$ cat config.mk
export PLATFORM = sky130hd
export DESIGN_NAME = arp_cache_resolver
export DESIGN_NICKNAME = d
export VERILOG_FILES = /design/src/rtl/arpc_pkg.sv /design/src/rtl/arpc_ram.sv /design/src/rtl/arpc_out_buf.sv /design/src/rtl/arp_cache_resolver.sv
export SDC_FILE = /design/constraint.sdc
export NUM_CORES = 2
export LEC_CHECK = 0
export BUFFER_PORTS_ARGS = -buffer_cell sky130_fd_sc_hd__buf_2
export CORE_MARGIN = 3
export CORE_UTILIZATION = 60
export DETAILED_ROUTE_END_ITERATION = 8
export HOLD_SLACK_MARGIN = 0.05
export PLACE_DENSITY = 0.77
export SKIP_LAST_GASP = 1
export SLEW_MARGIN = 10
export SYNTH_ARGS = -nofsm -noshare
export SYNTH_HDL_FRONTEND = slang
export SYNTH_SLANG_ARGS = --single-unit
$ cat constraint.sdc
create_clock -name clk_i -period 23.7 [get_ports clk_i]
set_input_delay 4.74 -clock clk_i [delete_from_list [all_inputs] [get_ports clk_i]]
set_output_delay 4.74 -clock clk_i [all_outputs]
set_load 0.02 [all_outputs]
$ cat src/rtl/arpc_pkg.sv
// Shared types, codes and constants of the ARP cache resolver.
`timescale 1ns / 1ps
`default_nettype none

package arpc_pkg;

  localparam int unsigned ENTRIES_DEF    = 16;
  localparam int unsigned WAIT_DEPTH_DEF = 4;
  localparam int unsigned TAG_BITS_DEF   = 8;

  localparam logic [31:0] BCAST_IP   = 32'hffff_ffff;
  localparam logic [47:0] BCAST_MAC  = 48'hffff_ffff_ffff;
  localparam logic [15:0] HW_ETHER   = 16'h0001;
  localparam logic [15:0] PROTO_IPV4 = 16'h0800;
  localparam logic [15:0] OP_REQUEST = 16'h0001;
  localparam logic [15:0] OP_REPLY   = 16'h0002;

  localparam logic [31:0] OWN_IP_RST       = 32'd0;
  localparam logic [47:0] OWN_MAC_RST      = 48'd0;
  localparam logic [15:0] LIFETIME_RST     = 16'd30000;
  localparam logic [15:0] REQ_TIMEOUT_RST  = 16'd1000;
  localparam logic [3:0]  MAX_RETRIES_RST  = 4'd3;
  localparam logic [15:0] STALE_PERIOD_RST = 16'd10000;

  typedef enum logic [1:0] {
    REQ_PACKET  = 2'd0,
    REQ_RESOLVE = 2'd1,
    REQ_TICK    = 2'd2
  } req_e;

  typedef enum logic [2:0] {
    RK_FOUND   = 3'd0,
    RK_QUEUED  = 3'd1,
    RK_REQUEST = 3'd2,
    RK_REPLY   = 3'd3,
    RK_RELEASE = 3'd4,
    RK_UNREACH = 3'd5,
    RK_DROPPED = 3'd6
  } kind_e;

  typedef enum logic [2:0] {
    CFG_OWN_IP       = 3'd0,
    CFG_OWN_MAC      = 3'd1,
    CFG_LIFETIME     = 3'd2,
    CFG_REQ_TIMEOUT  = 3'd3,
    CFG_MAX_RETRIES  = 3'd4,
    CFG_STALE_PERIOD = 3'd5
  } cfg_e;

  typedef enum logic [3:0] {
    S_IDLE,
    S_DECODE,
    S_FIND_RD,
    S_FIND_CHK,
    S_POST_FIND,
    S_ENQ,
    S_EMIT1,
    S_REL_RD,
    S_REL_EMIT,
    S_TICK_RD,
    S_TICK_CHK,
    S_TICK_NEXT,
    S_DONE
  } state_e;

  typedef struct packed {
    logic [31:0] ip;
    logic [47:0] mac;
    logic [31:0] stamp;
    logic [3:0]  retries;
    logic [15:0] rtimer;
  } slot_rec_t;

  typedef struct packed {
    kind_e       kind;
    logic [47:0] mac;
    logic [31:0] ip;
  } res_t;

endpackage

`default_nettype wire

$ cat src/rtl/arpc_ram.sv
// Single write port, single read port synchronous RAM, registered read.
`timescale 1ns / 1ps
`default_nettype none

module arpc_ram #(
  parameter int unsigned WIDTH = 8,
  parameter int unsigned DEPTH = 16
) (
  input  wire logic                                  clk_i,
  input  wire logic                                  we_i,
  input  wire logic [((DEPTH > 1) ? $clog2(DEPTH) : 1)-1:0] waddr_i,
  input  wire logic [WIDTH-1:0]                      wdata_i,
  input  wire logic                                  re_i,
  input  wire logic [((DEPTH > 1) ? $clog2(DEPTH) : 1)-1:0] raddr_i,
  output logic      [WIDTH-1:0]                      rdata_o
);

  logic [WIDTH-1:0] mem_q [DEPTH];

  always_ff @(posedge clk_i) begin
    if (we_i) begin
      mem_q[waddr_i] <= wdata_i;
    end
  end

  always_ff @(posedge clk_i) begin
    if (re_i) begin
      rdata_o <= mem_q[raddr_i];
    end
  end

endmodule

`default_nettype wire

$ cat src/rtl/arpc_out_buf.sv
// Result hold stage and output register; marks the final word of each item.
`timescale 1ns / 1ps
`default_nettype none

module arpc_out_buf
  import arpc_pkg::*;
#(
  parameter int unsigned TAG_BITS = TAG_BITS_DEF
) (
  input  wire logic                clk_i,
  input  wire logic                rst_ni,
  input  wire logic                emit_i,
  input  wire res_t                emit_res_i,
  input  wire logic [TAG_BITS-1:0] emit_tag_i,
  output logic                     emit_ok_o,
  input  wire logic                flush_i,
  output logic                     flush_ok_o,
  output logic                     out_valid_o,
  input  wire logic                out_ready_i,
  output logic [2:0]               result_kind_o,
  output logic [47:0]              mac_addr_o,
  output logic [31:0]              ip_addr_o,
  output logic [TAG_BITS-1:0]      tag_o,
  output logic                     last_o
);

  logic                hold_v_q, hold_v_d;
  res_t                hold_res_q;
  logic [TAG_BITS-1:0] hold_tag_q;
  logic                out_v_q, out_v_d;
  res_t                out_res_q;
  logic [TAG_BITS-1:0] out_tag_q;
  logic                out_last_q;
  logic                out_free, load, load_last, take;

  assign out_free   = !out_v_q || out_ready_i;
  assign emit_ok_o  = !hold_v_q || out_free;
  assign flush_ok_o = emit_ok_o;

  always_comb begin
    take      = 1'b0;
    load      = 1'b0;
    load_last = 1'b0;
    hold_v_d  = hold_v_q;
    if (emit_i && emit_ok_o) begin
      take     = 1'b1;
      load     = hold_v_q;
      hold_v_d = 1'b1;
    end else if (flush_i && flush_ok_o) begin
      load      = hold_v_q;
      load_last = 1'b1;
      hold_v_d  = 1'b0;
    end
    if (load) begin
      out_v_d = 1'b1;
    end else if (out_ready_i) begin
      out_v_d = 1'b0;
    end else begin
      out_v_d = out_v_q;
    end
  end

  always_ff @(posedge clk_i or negedge rst_ni) begin
    if (!rst_ni) begin
      hold_v_q <= 1'b0;
      out_v_q  <= 1'b0;
    end else begin
      hold_v_q <= hold_v_d;
      out_v_q  <= out_v_d;
    end
  end

  always_ff @(posedge clk_i) begin
    if (take) begin
      hold_res_q <= emit_res_i;
      hold_tag_q <= emit_tag_i;
    end
    if (load) begin
      out_res_q  <= hold_res_q;
      out_tag_q  <= hold_tag_q;
      out_last_q <= load_last;
    end
  end

  assign out_valid_o   = out_v_q;
  assign result_kind_o = out_res_q.kind;
  assign mac_addr_o    = out_res_q.mac;
  assign ip_addr_o     = out_res_q.ip;
  assign tag_o         = out_tag_q;
  assign last_o        = out_last_q;

endmodule

`default_nettype wire

$ cat src/rtl/arp_cache_resolver.sv
// ARP cache resolver top level: sequencer, entry flags, slot and tag RAMs.
//
//   port group   dir  handshake                 word
//   in_*         in   in_valid_i / in_ready_o   received packet, resolve or tick
//   out_*        out  out_valid_o / out_ready_i one result, last_o on final
//   cfg_*        in   cfg_valid_i / cfg_ready_o register index and data
//
// One item at a time. Entry lookups read and then compare each used entry of
// the slot RAM in turn, and a packet may then release the waiting tags. A tick
// walks every entry, checks pending and (on a sweep) resolved ones, emits
// request and unreachable words and removes timed-out or stale entries.
// Reset clears entry flags, clocks and config; no clearing pass.
// Output back-pressure stalls the sequencer at the next emitted word.
`timescale 1ns / 1ps
`default_nettype none

module arp_cache_resolver
  import arpc_pkg::*;
#(
  parameter int unsigned ENTRIES    = ENTRIES_DEF,
  parameter int unsigned WAIT_DEPTH = WAIT_DEPTH_DEF,
  parameter int unsigned TAG_BITS   = TAG_BITS_DEF
) (
  input  wire logic                clk_i,
  input  wire logic                rst_ni,
  input  wire logic                in_valid_i,
  output logic                     in_ready_o,
  input  wire logic [1:0]          req_type_i,
  input  wire logic [15:0]         hw_type_i,
  input  wire logic [15:0]         proto_type_i,
  input  wire logic [15:0]         opcode_i,
  input  wire logic [47:0]         sender_mac_i,
  input  wire logic [31:0]         sender_ip_i,
  input  wire logic [31:0]         target_ip_i,
  input  wire logic [TAG_BITS-1:0] packet_tag_i,
  output logic                     out_valid_o,
  input  wire logic                out_ready_i,
  output logic [2:0]               result_kind_o,
  output logic [47:0]              mac_addr_o,
  output logic [31:0]              ip_addr_o,
  output logic [TAG_BITS-1:0]      tag_o,
  output logic                     last_o,
  input  wire logic                cfg_valid_i,
  output logic                     cfg_ready_o,
  input  wire logic [2:0]          cfg_index_i,
  input  wire logic [47:0]         cfg_data_i
);

  localparam int unsigned IW  = (ENTRIES > 1) ? $clog2(ENTRIES) : 1;
  localparam int unsigned CW  = $clog2(WAIT_DEPTH + 1);
  localparam int unsigned TD  = ENTRIES * WAIT_DEPTH;
  localparam int unsigned TAW = (TD > 1) ? $clog2(TD) : 1;

  // configuration
  logic [31:0] own_ip_q;
  logic [47:0] own_mac_q;
  logic [15:0] lifetime_q, timeout_q, period_q;
  logic [3:0]  max_retries_q;

  // entry flags
  logic [ENTRIES-1:0] used_q, res_q, pend_q;
  logic [CW-1:0]      wcnt_q [ENTRIES];

  // item and sequencer registers
  state_e              state_q, state_d;
  req_e                req_q;
  logic                hw_ok_q;
  logic [15:0]         op_q;
  logic [47:0]         smac_q;
  logic [31:0]         sip_q, tip_q;
  logic [TAG_BITS-1:0] tag_q;
  logic [IW-1:0]       idx_q;
  logic [CW-1:0]       k_q;
  logic                found_q, req_after_q;
  slot_rec_t           rec_q;
  kind_e               rk_q;
  logic [47:0]         rmac_q;
  logic [31:0]         now_q;
  logic [15:0]         sweep_q;
  logic                sweep_hit_q;

  // RAM ports
  logic                slot_we, slot_re;
  logic [IW-1:0]       slot_waddr, slot_raddr;
  slot_rec_t           slot_wdata, slot_rd;
  logic                tag_we, tag_re;
  logic [TAW-1:0]      tag_addr;
  logic [TAG_BITS-1:0] tag_rd;

  // result stage
  logic                emit_v, emit_ok, flush, flush_ok;
  res_t                emit_res;
  logic [TAG_BITS-1:0] emit_tag;

  // helpers
  logic [31:0]   key_ip, age, rd_age;
  logic          is_req, is_rep, tip_own, sip_nz;
  logic          learn_go, learn_force, reply_go;
  logic          res_own, res_bc, res_zero;
  logic          cur_used, cur_res, cur_pend, idx_last, fresh, rd_match;
  logic [CW-1:0] wcnt_cur, k_sel;
  logic          wq_full, rel_more;
  logic [15:0]   rt_inc;
  logic [3:0]    ret_inc;
  logic          free_v;
  logic [IW-1:0] free_idx, post_slot;
  logic [15:0]   sweep_inc;
  logic          create_go;

  assign key_ip      = (req_q == REQ_RESOLVE) ? tip_q : sip_q;
  assign is_req      = op_q == OP_REQUEST;
  assign is_rep      = op_q == OP_REPLY;
  assign tip_own     = tip_q == own_ip_q;
  assign sip_nz      = sip_q != 32'd0;
  assign learn_go    = hw_ok_q && sip_nz && (is_req || is_rep);
  assign learn_force = is_rep || tip_own;
  assign reply_go    = hw_ok_q && is_req && tip_own;
  assign res_own     = tip_q == own_ip_q;
  assign res_bc      = tip_q == BCAST_IP;
  assign res_zero    = tip_q == 32'd0;
  assign cur_used    = used_q[idx_q];
  assign cur_res     = res_q[idx_q];
  assign cur_pend    = pend_q[idx_q];
  assign wcnt_cur    = wcnt_q[idx_q];
  assign idx_last    = idx_q == IW'(ENTRIES - 1);
  assign age         = now_q - rec_q.stamp;
  assign rd_age      = now_q - slot_rd.stamp;
  assign fresh       = found_q && (age < {16'd0, lifetime_q});
  assign rd_match    = slot_rd.ip == key_ip;
  assign wq_full     = wcnt_cur == CW'(WAIT_DEPTH);
  assign rel_more    = k_q < wcnt_cur;
  assign rt_inc      = slot_rd.rtimer + 16'd1;
  assign ret_inc     = slot_rd.retries + 4'd1;
  assign post_slot   = found_q ? idx_q : free_idx;
  assign sweep_inc   = sweep_q + 16'd1;
  assign k_sel       = (state_q == S_ENQ) ? wcnt_cur : k_q;
  assign tag_addr    = TAW'(idx_q) * TAW'(WAIT_DEPTH) + TAW'(k_sel);
  assign create_go   = !(fresh && (cur_res || cur_pend)) && (found_q || free_v);
  assign cfg_ready_o = 1'b1;

  always_comb begin
    free_v   = 1'b0;
    free_idx = '0;
    for (int i = ENTRIES - 1; i >= 0; i--) begin
      if (!used_q[i]) begin
        free_v   = 1'b1;
        free_idx = IW'(i);
      end
    end
  end

  // next state
  always_comb begin
    state_d = state_q;
    unique case (state_q)
      S_IDLE: begin
        if (in_valid_i) state_d = S_DECODE;
      end
      S_DECODE: begin
        case (req_q)
          REQ_PACKET: begin
            if (learn_go) state_d = S_FIND_RD;
            else if (reply_go) state_d = S_EMIT1;
            else state_d = S_DONE;
          end
          REQ_RESOLVE: begin
            if (res_own || res_bc || res_zero) state_d = S_EMIT1;
            else state_d = S_FIND_RD;
          end
          REQ_TICK: state_d = S_TICK_RD;
          default:  state_d = S_DONE;
        endcase
      end
      S_FIND_RD: begin
        if (cur_used) state_d = S_FIND_CHK;
        else if (idx_last) state_d = S_POST_FIND;
      end
      S_FIND_CHK: begin
        if (rd_match || idx_last) state_d = S_POST_FIND;
        else state_d = S_FIND_RD;
      end
      S_POST_FIND: begin
        if (req_q == REQ_RESOLVE) begin
          if (fresh && cur_res) state_d = S_EMIT1;
          else if (fresh && cur_pend) state_d = S_ENQ;
          else if (!found_q && !free_v) state_d = S_EMIT1;
          else state_d = S_ENQ;
        end else begin
          if (found_q && learn_force && cur_pend) state_d = S_REL_RD;
          else if (reply_go) state_d = S_EMIT1;
          else state_d = S_DONE;
        end
      end
      S_ENQ: begin
        if (emit_ok) state_d = req_after_q ? S_EMIT1 : S_DONE;
      end
      S_EMIT1: begin
        if (emit_ok) state_d = (req_q == REQ_TICK) ? S_TICK_NEXT : S_DONE;
      end
      S_REL_RD: begin
        if (rel_more) state_d = S_REL_EMIT;
        else if (req_q == REQ_TICK) state_d = S_TICK_NEXT;
        else if (reply_go) state_d = S_EMIT1;
        else state_d = S_DONE;
      end
      S_REL_EMIT: begin
        if (emit_ok) state_d = S_REL_RD;
      end
      S_TICK_RD: begin
        if (cur_used && (cur_pend || (sweep_hit_q && cur_res))) state_d = S_TICK_CHK;
        else state_d = S_TICK_NEXT;
      end
      S_TICK_CHK: begin
        if (cur_pend && (rt_inc >= timeout_q)) begin
          state_d = (ret_inc < max_retries_q) ? S_EMIT1 : S_REL_RD;
        end else begin
          state_d = S_TICK_NEXT;
        end
      end
      S_TICK_NEXT: begin
        state_d = idx_last ? S_DONE : S_TICK_RD;
      end
      S_DONE: begin
        if (flush_ok) state_d = S_IDLE;
      end
      default: state_d = S_IDLE;
    endcase
  end

  // outputs
  always_comb begin
    in_ready_o = 1'b0;
    slot_we    = 1'b0;
    slot_re    = 1'b0;
    slot_waddr = idx_q;
    slot_raddr = idx_q;
    slot_wdata = slot_rd;
    tag_we     = 1'b0;
    tag_re     = 1'b0;
    emit_v     = 1'b0;
    emit_res   = '{kind: rk_q, mac: rmac_q, ip: key_ip};
    emit_tag   = tag_q;
    flush      = 1'b0;
    unique case (state_q)
      S_IDLE:    in_ready_o = 1'b1;
      S_FIND_RD: slot_re = cur_used;
      S_TICK_RD: slot_re = cur_used && (cur_pend || (sweep_hit_q && cur_res));
      S_POST_FIND: begin
        slot_waddr = post_slot;
        if (req_q == REQ_RESOLVE) begin
          slot_we    = create_go;
          slot_wdata = '{ip: key_ip, mac: found_q ? rec_q.mac : 48'd0, stamp: now_q,
                         retries: 4'd0, rtimer: 16'd0};
        end else if (found_q) begin
          slot_we    = learn_force;
          slot_wdata = '{ip: rec_q.ip, mac: smac_q, stamp: now_q,
                         retries: rec_q.retries, rtimer: rec_q.rtimer};
        end else begin
          slot_we    = free_v;
          slot_wdata = '{ip: sip_q, mac: smac_q, stamp: now_q,
                         retries: 4'd0, rtimer: 16'd0};
        end
      end
      S_ENQ: begin
        emit_v   = 1'b1;
        emit_res = '{kind: wq_full ? RK_DROPPED : RK_QUEUED, mac: 48'd0, ip: key_ip};
        tag_we   = emit_ok && !wq_full;
      end
      S_EMIT1: begin
        emit_v   = 1'b1;
        emit_res = '{kind: rk_q, mac: rmac_q,
                     ip: (req_q == REQ_TICK) ? rec_q.ip : key_ip};
        if (rk_q == RK_REPLY || rk_q == RK_REQUEST) emit_tag = '0;
      end
      S_REL_RD: tag_re = rel_more;
      S_REL_EMIT: begin
        emit_v   = 1'b1;
        emit_res = '{kind: (req_q == REQ_TICK) ? RK_UNREACH : RK_RELEASE,
                     mac: (req_q == REQ_TICK) ? 48'd0 : smac_q, ip: rec_q.ip};
        emit_tag = tag_rd;
      end
      S_TICK_CHK: begin
        slot_we = cur_pend;
        if (rt_inc < timeout_q) begin
          slot_wdata.rtimer = rt_inc;
        end else begin
          slot_wdata.rtimer  = 16'd0;
          slot_wdata.retries = ret_inc;
        end
      end
      S_DONE: flush = 1'b1;
      default: ;
    endcase
  end

  // configuration registers
  always_ff @(posedge clk_i or negedge rst_ni) begin
    if (!rst_ni) begin
      own_ip_q      <= OWN_IP_RST;
      own_mac_q     <= OWN_MAC_RST;
      lifetime_q    <= LIFETIME_RST;
      timeout_q     <= REQ_TIMEOUT_RST;
      max_retries_q <= MAX_RETRIES_RST;
      period_q      <= STALE_PERIOD_RST;
    end else if (cfg_valid_i) begin
      case (cfg_index_i)
        CFG_OWN_IP:       own_ip_q      <= cfg_data_i[31:0];
        CFG_OWN_MAC:      own_mac_q     <= cfg_data_i;
        CFG_LIFETIME:     lifetime_q    <= cfg_data_i[15:0];
        CFG_REQ_TIMEOUT:  timeout_q     <= cfg_data_i[15:0];
        CFG_MAX_RETRIES:  max_retries_q <= cfg_data_i[3:0];
        CFG_STALE_PERIOD: period_q      <= cfg_data_i[15:0];
        default: ;
      endcase
    end
  end

  // sequencer, flags and item registers
  always_ff @(posedge clk_i or negedge rst_ni) begin
    if (!rst_ni) begin
      state_q     <= S_IDLE;
      used_q      <= '0;
      res_q       <= '0;
      pend_q      <= '0;
      for (int i = 0; i < ENTRIES; i++) wcnt_q[i] <= '0;
      now_q       <= '0;
      sweep_q     <= '0;
      sweep_hit_q <= 1'b0;
      req_q       <= REQ_PACKET;
      hw_ok_q     <= 1'b0;
      op_q        <= '0;
      smac_q      <= '0;
      sip_q       <= '0;
      tip_q       <= '0;
      tag_q       <= '0;
      idx_q       <= '0;
      k_q         <= '0;
      found_q     <= 1'b0;
      req_after_q <= 1'b0;
      rec_q       <= '0;
      rk_q        <= RK_FOUND;
      rmac_q      <= '0;
    end else begin
      state_q <= state_d;
      case (state_q)
        S_IDLE: begin
          if (in_valid_i) begin
            req_q       <= req_e'(req_type_i);
            hw_ok_q     <= (hw_type_i == HW_ETHER) && (proto_type_i == PROTO_IPV4);
            op_q        <= opcode_i;
            smac_q      <= sender_mac_i;
            sip_q       <= sender_ip_i;
            tip_q       <= target_ip_i;
            tag_q       <= packet_tag_i;
            idx_q       <= '0;
            k_q         <= '0;
            found_q     <= 1'b0;
            req_after_q <= 1'b0;
          end
        end
        S_DECODE: begin
          if (req_q == REQ_PACKET) begin
            rk_q   <= RK_REPLY;
            rmac_q <= smac_q;
          end else if (req_q == REQ_RESOLVE) begin
            if (res_own) begin
              rk_q   <= RK_FOUND;
              rmac_q <= own_mac_q;
            end else if (res_bc) begin
              rk_q   <= RK_FOUND;
              rmac_q <= BCAST_MAC;
            end else begin
              rk_q   <= RK_DROPPED;
              rmac_q <= '0;
            end
          end else if (req_q == REQ_TICK) begin
            now_q <= now_q + 32'd1;
            if (sweep_inc >= period_q) begin
              sweep_q     <= '0;
              sweep_hit_q <= 1'b1;
            end else begin
              sweep_q     <= sweep_inc;
              sweep_hit_q <= 1'b0;
            end
          end
        end
        S_FIND_RD: begin
          if (!cur_used && !idx_last) idx_q <= idx_q + 1'b1;
        end
        S_FIND_CHK: begin
          if (rd_match) begin
            found_q <= 1'b1;
            rec_q   <= slot_rd;
          end else if (!idx_last) begin
            idx_q <= idx_q + 1'b1;
          end
        end
        S_POST_FIND: begin
          k_q <= '0;
          if (req_q == REQ_RESOLVE) begin
            if (fresh && cur_res) begin
              rk_q   <= RK_FOUND;
              rmac_q <= rec_q.mac;
            end else if (fresh && cur_pend) begin
              req_after_q <= 1'b0;
            end else if (!found_q && !free_v) begin
              rk_q   <= RK_DROPPED;
              rmac_q <= '0;
            end else begin
              idx_q             <= post_slot;
              used_q[post_slot] <= 1'b1;
              res_q[post_slot]  <= 1'b0;
              pend_q[post_slot] <= 1'b1;
              if (!(found_q && pend_q[post_slot])) wcnt_q[post_slot] <= '0;
              req_after_q       <= 1'b1;
            end
          end else if (found_q) begin
            if (learn_force) res_q[idx_q] <= 1'b1;
          end else if (free_v) begin
            used_q[free_idx] <= 1'b1;
            res_q[free_idx]  <= 1'b1;
            pend_q[free_idx] <= 1'b0;
            wcnt_q[free_idx] <= '0;
          end
        end
        S_ENQ: begin
          if (emit_ok) begin
            if (!wq_full) wcnt_q[idx_q] <= wcnt_cur + 1'b1;
            rk_q   <= RK_REQUEST;
            rmac_q <= '0;
          end
        end
        S_REL_RD: begin
          if (!rel_more) begin
            if (req_q == REQ_TICK) begin
              used_q[idx_q] <= 1'b0;
              res_q[idx_q]  <= 1'b0;
            end
            pend_q[idx_q] <= 1'b0;
            wcnt_q[idx_q] <= '0;
          end
        end
        S_REL_EMIT: begin
          if (emit_ok) k_q <= k_q + 1'b1;
        end
        S_TICK_CHK: begin
          rec_q <= slot_rd;
          k_q   <= '0;
          if (cur_pend) begin
            rk_q   <= RK_REQUEST;
            rmac_q <= '0;
          end else if (rd_age > {16'd0, lifetime_q}) begin
            used_q[idx_q] <= 1'b0;
            res_q[idx_q]  <= 1'b0;
            pend_q[idx_q] <= 1'b0;
            wcnt_q[idx_q] <= '0;
          end
        end
        S_TICK_NEXT: begin
          if (!idx_last) idx_q <= idx_q + 1'b1;
        end
        default: ;
      endcase
    end
  end

  arpc_ram #(
    .WIDTH ($bits(slot_rec_t)),
    .DEPTH (ENTRIES)
  ) u_slot_ram (
    .clk_i   (clk_i),
    .we_i    (slot_we),
    .waddr_i (slot_waddr),
    .wdata_i (slot_wdata),
    .re_i    (slot_re),
    .raddr_i (slot_raddr),
    .rdata_o (slot_rd)
  );

  arpc_ram #(
    .WIDTH (TAG_BITS),
    .DEPTH (TD)
  ) u_tag_ram (
    .clk_i   (clk_i),
    .we_i    (tag_we),
    .waddr_i (tag_addr),
    .wdata_i (tag_q),
    .re_i    (tag_re),
    .raddr_i (tag_addr),
    .rdata_o (tag_rd)
  );

  arpc_out_buf #(
    .TAG_BITS (TAG_BITS)
  ) u_out_buf (
    .clk_i         (clk_i),
    .rst_ni        (rst_ni),
    .emit_i        (emit_v),
    .emit_res_i    (emit_res),
    .emit_tag_i    (emit_tag),
    .emit_ok_o     (emit_ok),
    .flush_i       (flush),
    .flush_ok_o    (flush_ok),
    .out_valid_o   (out_valid_o),
    .out_ready_i   (out_ready_i),
    .result_kind_o (result_kind_o),
    .mac_addr_o    (mac_addr_o),
    .ip_addr_o     (ip_addr_o),
    .tag_o         (tag_o),
    .last_o        (last_o)
  );

endmodule

`default_nettype wire

==> results.cfg <==
[clock_network]
ctsHoldBuffers = 0
cts_max_path_buffers = 4
path_clk_slew_ps = 60
htree_levels = 5
cts_sinks = 3561
cts_root_buf = clkbuf_16
cts_post_setup_buffers_inserted = 0
clock_latency_ps = 980
cts_tree = yes
cts_inserted_buffers = 361
postCtsResizedCells = 0

[global_routing]
antenna_found_initial = 33
grtUsageMet1_pct = 45.50
grt_pass1_vias = 89330
use_met3_pct = 8.254
grt_pass1_wl_um = 608200
grt_max_degree = 166
gr-total-overflow = 0
grtUsageTotal_pct = 33.09
grt-busiest-layer = met2
met2_usage_pct = 50.78

[setup_path]
cpPeakStageDelay_ps = 860
start_kind = register
r2r-start = now_q[1]$_DFFE_PN0P_
cp.required_ps = 24290
worst-path-max-fanout = 37
path_buf_inv = 4
crit_cells = 25
cpMostUsedCell = buf_4
slowest_stage = nor3_2
critPathTopFamily = buffers and inverters
critical_path_class = reg2reg
r2r_end = u_slot_ram.mem_q[15][81]$_DFFE_PP_
worst_r2r_path_depth = 25
reg2reg_slack_ps = 15620
arrival_ps = 8670
timing.critical_path.to_type = register

[final_layout]
seq_area_mm2 = 0.1039
fin_nets = 9687
layout_commonest_cell = edfxtp_1
n_fill_cell = 15160
postLayoutCoreUtil_pct = 68.00
drive_gt1_share_pct = 24.20
area_growth_pct = 12.45
final_cell_area_mm2 = 0.1659
layout_common_cells = 2947 x edfxtp_1, 699 x nand2_1, 688 x mux4_2, 588 x dfrtp_1, 414 x o21ai_0
multi_input_area_mm2 = 0.04123

[synthesis]
ys_dominant_reg_cell = edfxtp_1
synth_edf_count = 2947
synth_area_mm2 = 0.1475
synth.distinct_cells = 101
syn-num-nets = 9206
avgSynthCellArea_um2 = 16.69
async_flop_share_pct = 17.24
ys_warn_count = 0
syn_inst = 8835
ys_seq_area_share_pct = 70.43
ys_ff_latch = 3561

[sta]
finalSetupViolations = 0
rsz0062_at_grt = false
maxSlewHeadroom_pct = 12.86
tightestPinTransition_ps = 1293
skew_ps = 96.17
hold_violations = 0
setup_tns_ps = 0
drv_slew = 0
fin_crit_sh_pct = 34.09
fmaxAchievable_mhz = 123.8
fin_crit_ps = 8080
fin_ws_ps = 15620

[drt]
vias_per_cell = 6.979
wl_um = 418100
drt_iter0_markers = 13030
ant_nets = 0
wl_per_cell_um = 32.61
drc = 7
firstDrtPassIters = 9
route.vias.total = 89480

[worst_hold_path]
hold_depth = 0
hold_end = u_out_buf.ip_addr_o[15]$_DFFE_PP_
hp-start = u_out_buf.hold_res_q[15]$_DFFE_PP_
hold_path_class = reg2reg

[placement]
io_buffers = 319
dp_hpwl_um = 239600
postPlaceCellArea_mm2 = 0.1538
place_congestion = 0.9663
dp_slack_ps = 15320

[floorplan]
initial_utilization_pct = 60.47
io_pins = 321
chipHeight_um = 501.8
design.die.area_mm2 = 0.2518
core-area_mm2 = 0.2439
rows = 181
dieWidth_um = 501.8

[status]
outcome = finished, violations left
violations = design-rule violations

[flow_run]
cap_violations = 0

[power_and_ir_drop]
ir_drop_mv = 0.1034
power_mw = 21.64
leakage_nw = 57.81
p_per_area_mw_per_mm2 = 130.5
-- stage by stage --
| stage | hold WS, ps | instances |
|---|---|---|
| 2_1_floorplan | 400.3 | 8835 |
| 3_3_place_gp | 403.4 | 12140 |
| 3_5_place_dp | 404.5 | 12140 |
| 4_1_cts | 416.7 | 12790 |
| 5_1_grt | 421.4 | 12800 |
| 6_report | 417.7 | 12820 |
-- final cells by class --
class / count / area share [%]
clock buffers: 469 / 5.937
inverters: 207 / 0.4730
multi-input cells: 4580 / 24.86
diodes: 22 / 0.03319
clock inverters: 175 / 1.269
flip-flops and latches: 3561 / 62.65
well taps: 3202 / 2.415
repair buffers: 605 / 2.369
-- sequential cells by signal, summed over array words and instances, names as in the netlist, 32 cells and up --
register	flops
u_slot_ram.mem_q	2112
u_tag_ram.mem_q	512
rec_q	132
u_slot_ram.rdata_o	132
u_out_buf.hold_res_q	83
own_mac_q	48
rmac_q	48
smac_q	48
u_out_buf.mac_addr_o	48
wcnt_q	48
now_q	32
own_ip_q	32
sip_q	32
tip_q	32
u_out_buf.ip_addr_o	32
-- worst max-delay path by stage --
stage	from	endpoint	slack (ps)
2_1_floorplan	now_q[1]$_DFFE_PN0P_	u_slot_ram.mem_q[12][0]$_DFFE_PP_	10260
3_3_place_gp	out_ready_i	u_out_buf.mac_addr_o[32]$_DFFE_PP_	15440
3_5_place_dp	out_ready_i	u_out_buf.mac_addr_o[25]$_DFFE_PP_	15320
4_1_cts	now_q[1]$_DFFE_PN0P_	u_slot_ram.mem_q[14][86]$_DFFE_PP_	15700
5_1_grt	now_q[1]$_DFFE_PN0P_	u_slot_ram.mem_q[14][86]$_DFFE_PP_	15180
6_report	now_q[1]$_DFFE_PN0P_	u_slot_ram.mem_q[15][81]$_DFFE_PP_	15620
-- Yosys cell counts (all sizes together) (15+ instances only) --
cell type | n | area, um^2
a211o | 15 | 131.4
a211oi | 21 | 170.2
a21o | 49 | 367.9
a21oi | 368 | 1846
a221oi | 49 | 435.4
a222oi | 20 | 200.2
a22o | 92 | 805.8
a22oi | 62 | 470.5
a2bb2oi | 26 | 227.7
a31oi | 66 | 425.4
and3 | 84 | 525.5
buf | 135 | 659.4
clkbuf | 352 | 1321
dfrtp | 594 | 14860
dfstp | 20 | 525.5
edfxtp | 2947 | 88490
ha | 143 | 1789
inv | 204 | 765.7
mux2 | 367 | 4133
mux2i | 87 | 895.9
mux4 | 689 | 15520
nand2 | 703 | 2641
nand2b | 20 | 125.1
nand3 | 150 | 750.7
nand4 | 68 | 425.4
nor2 | 353 | 1325
nor2b | 17 | 106.4
nor3 | 84 | 462.9
nor4 | 63 | 415.4
o211ai | 44 | 330.3
o21a | 19 | 142.6
o21ai | 477 | 2391
o221ai | 20 | 225.2
o22ai | 30 | 187.7
o31ai | 39 | 302.8
or2 | 15 | 93.84
xnor2 | 72 | 630.6
xor2 | 97 | 849.6
-- kinds of logic (layout without fill, tap and decap cells) --
logic type               count (synthesis)  after routing  synth area share (%)
AO/OA/AOI/OAI                         1502           1502                 6.535
AND/OR/NAND/NOR                       1620           1620                 4.985
other                                    1             23              0.002542
multiplexers                          1143           1143                 13.93
buffers and inverters                  694           1456                 1.870
adder cells (fa/ha/maj)                145            145                 1.240
XOR/XNOR                               169            169                 1.004
flip-flops                            3561           3561                 70.43
-- metal layers --
layer	vias up	routed length, um
li1	35900	-
met1	45520	150700
met2	6759	195000
met3	1283	51350
met4	20	20700
met5	-	325
-- power by group --
group | leakage, nW | internal, mW | switching, mW | total, mW
sequential | 34.0 | 8.43 | 0.706 | 9.14
clock | 5.83 | 3.43 | 2.37 | 5.80
combinational | 18.0 | 2.48 | 4.22 | 6.71
No activity file was read; power rests on OpenSTA's default activity.
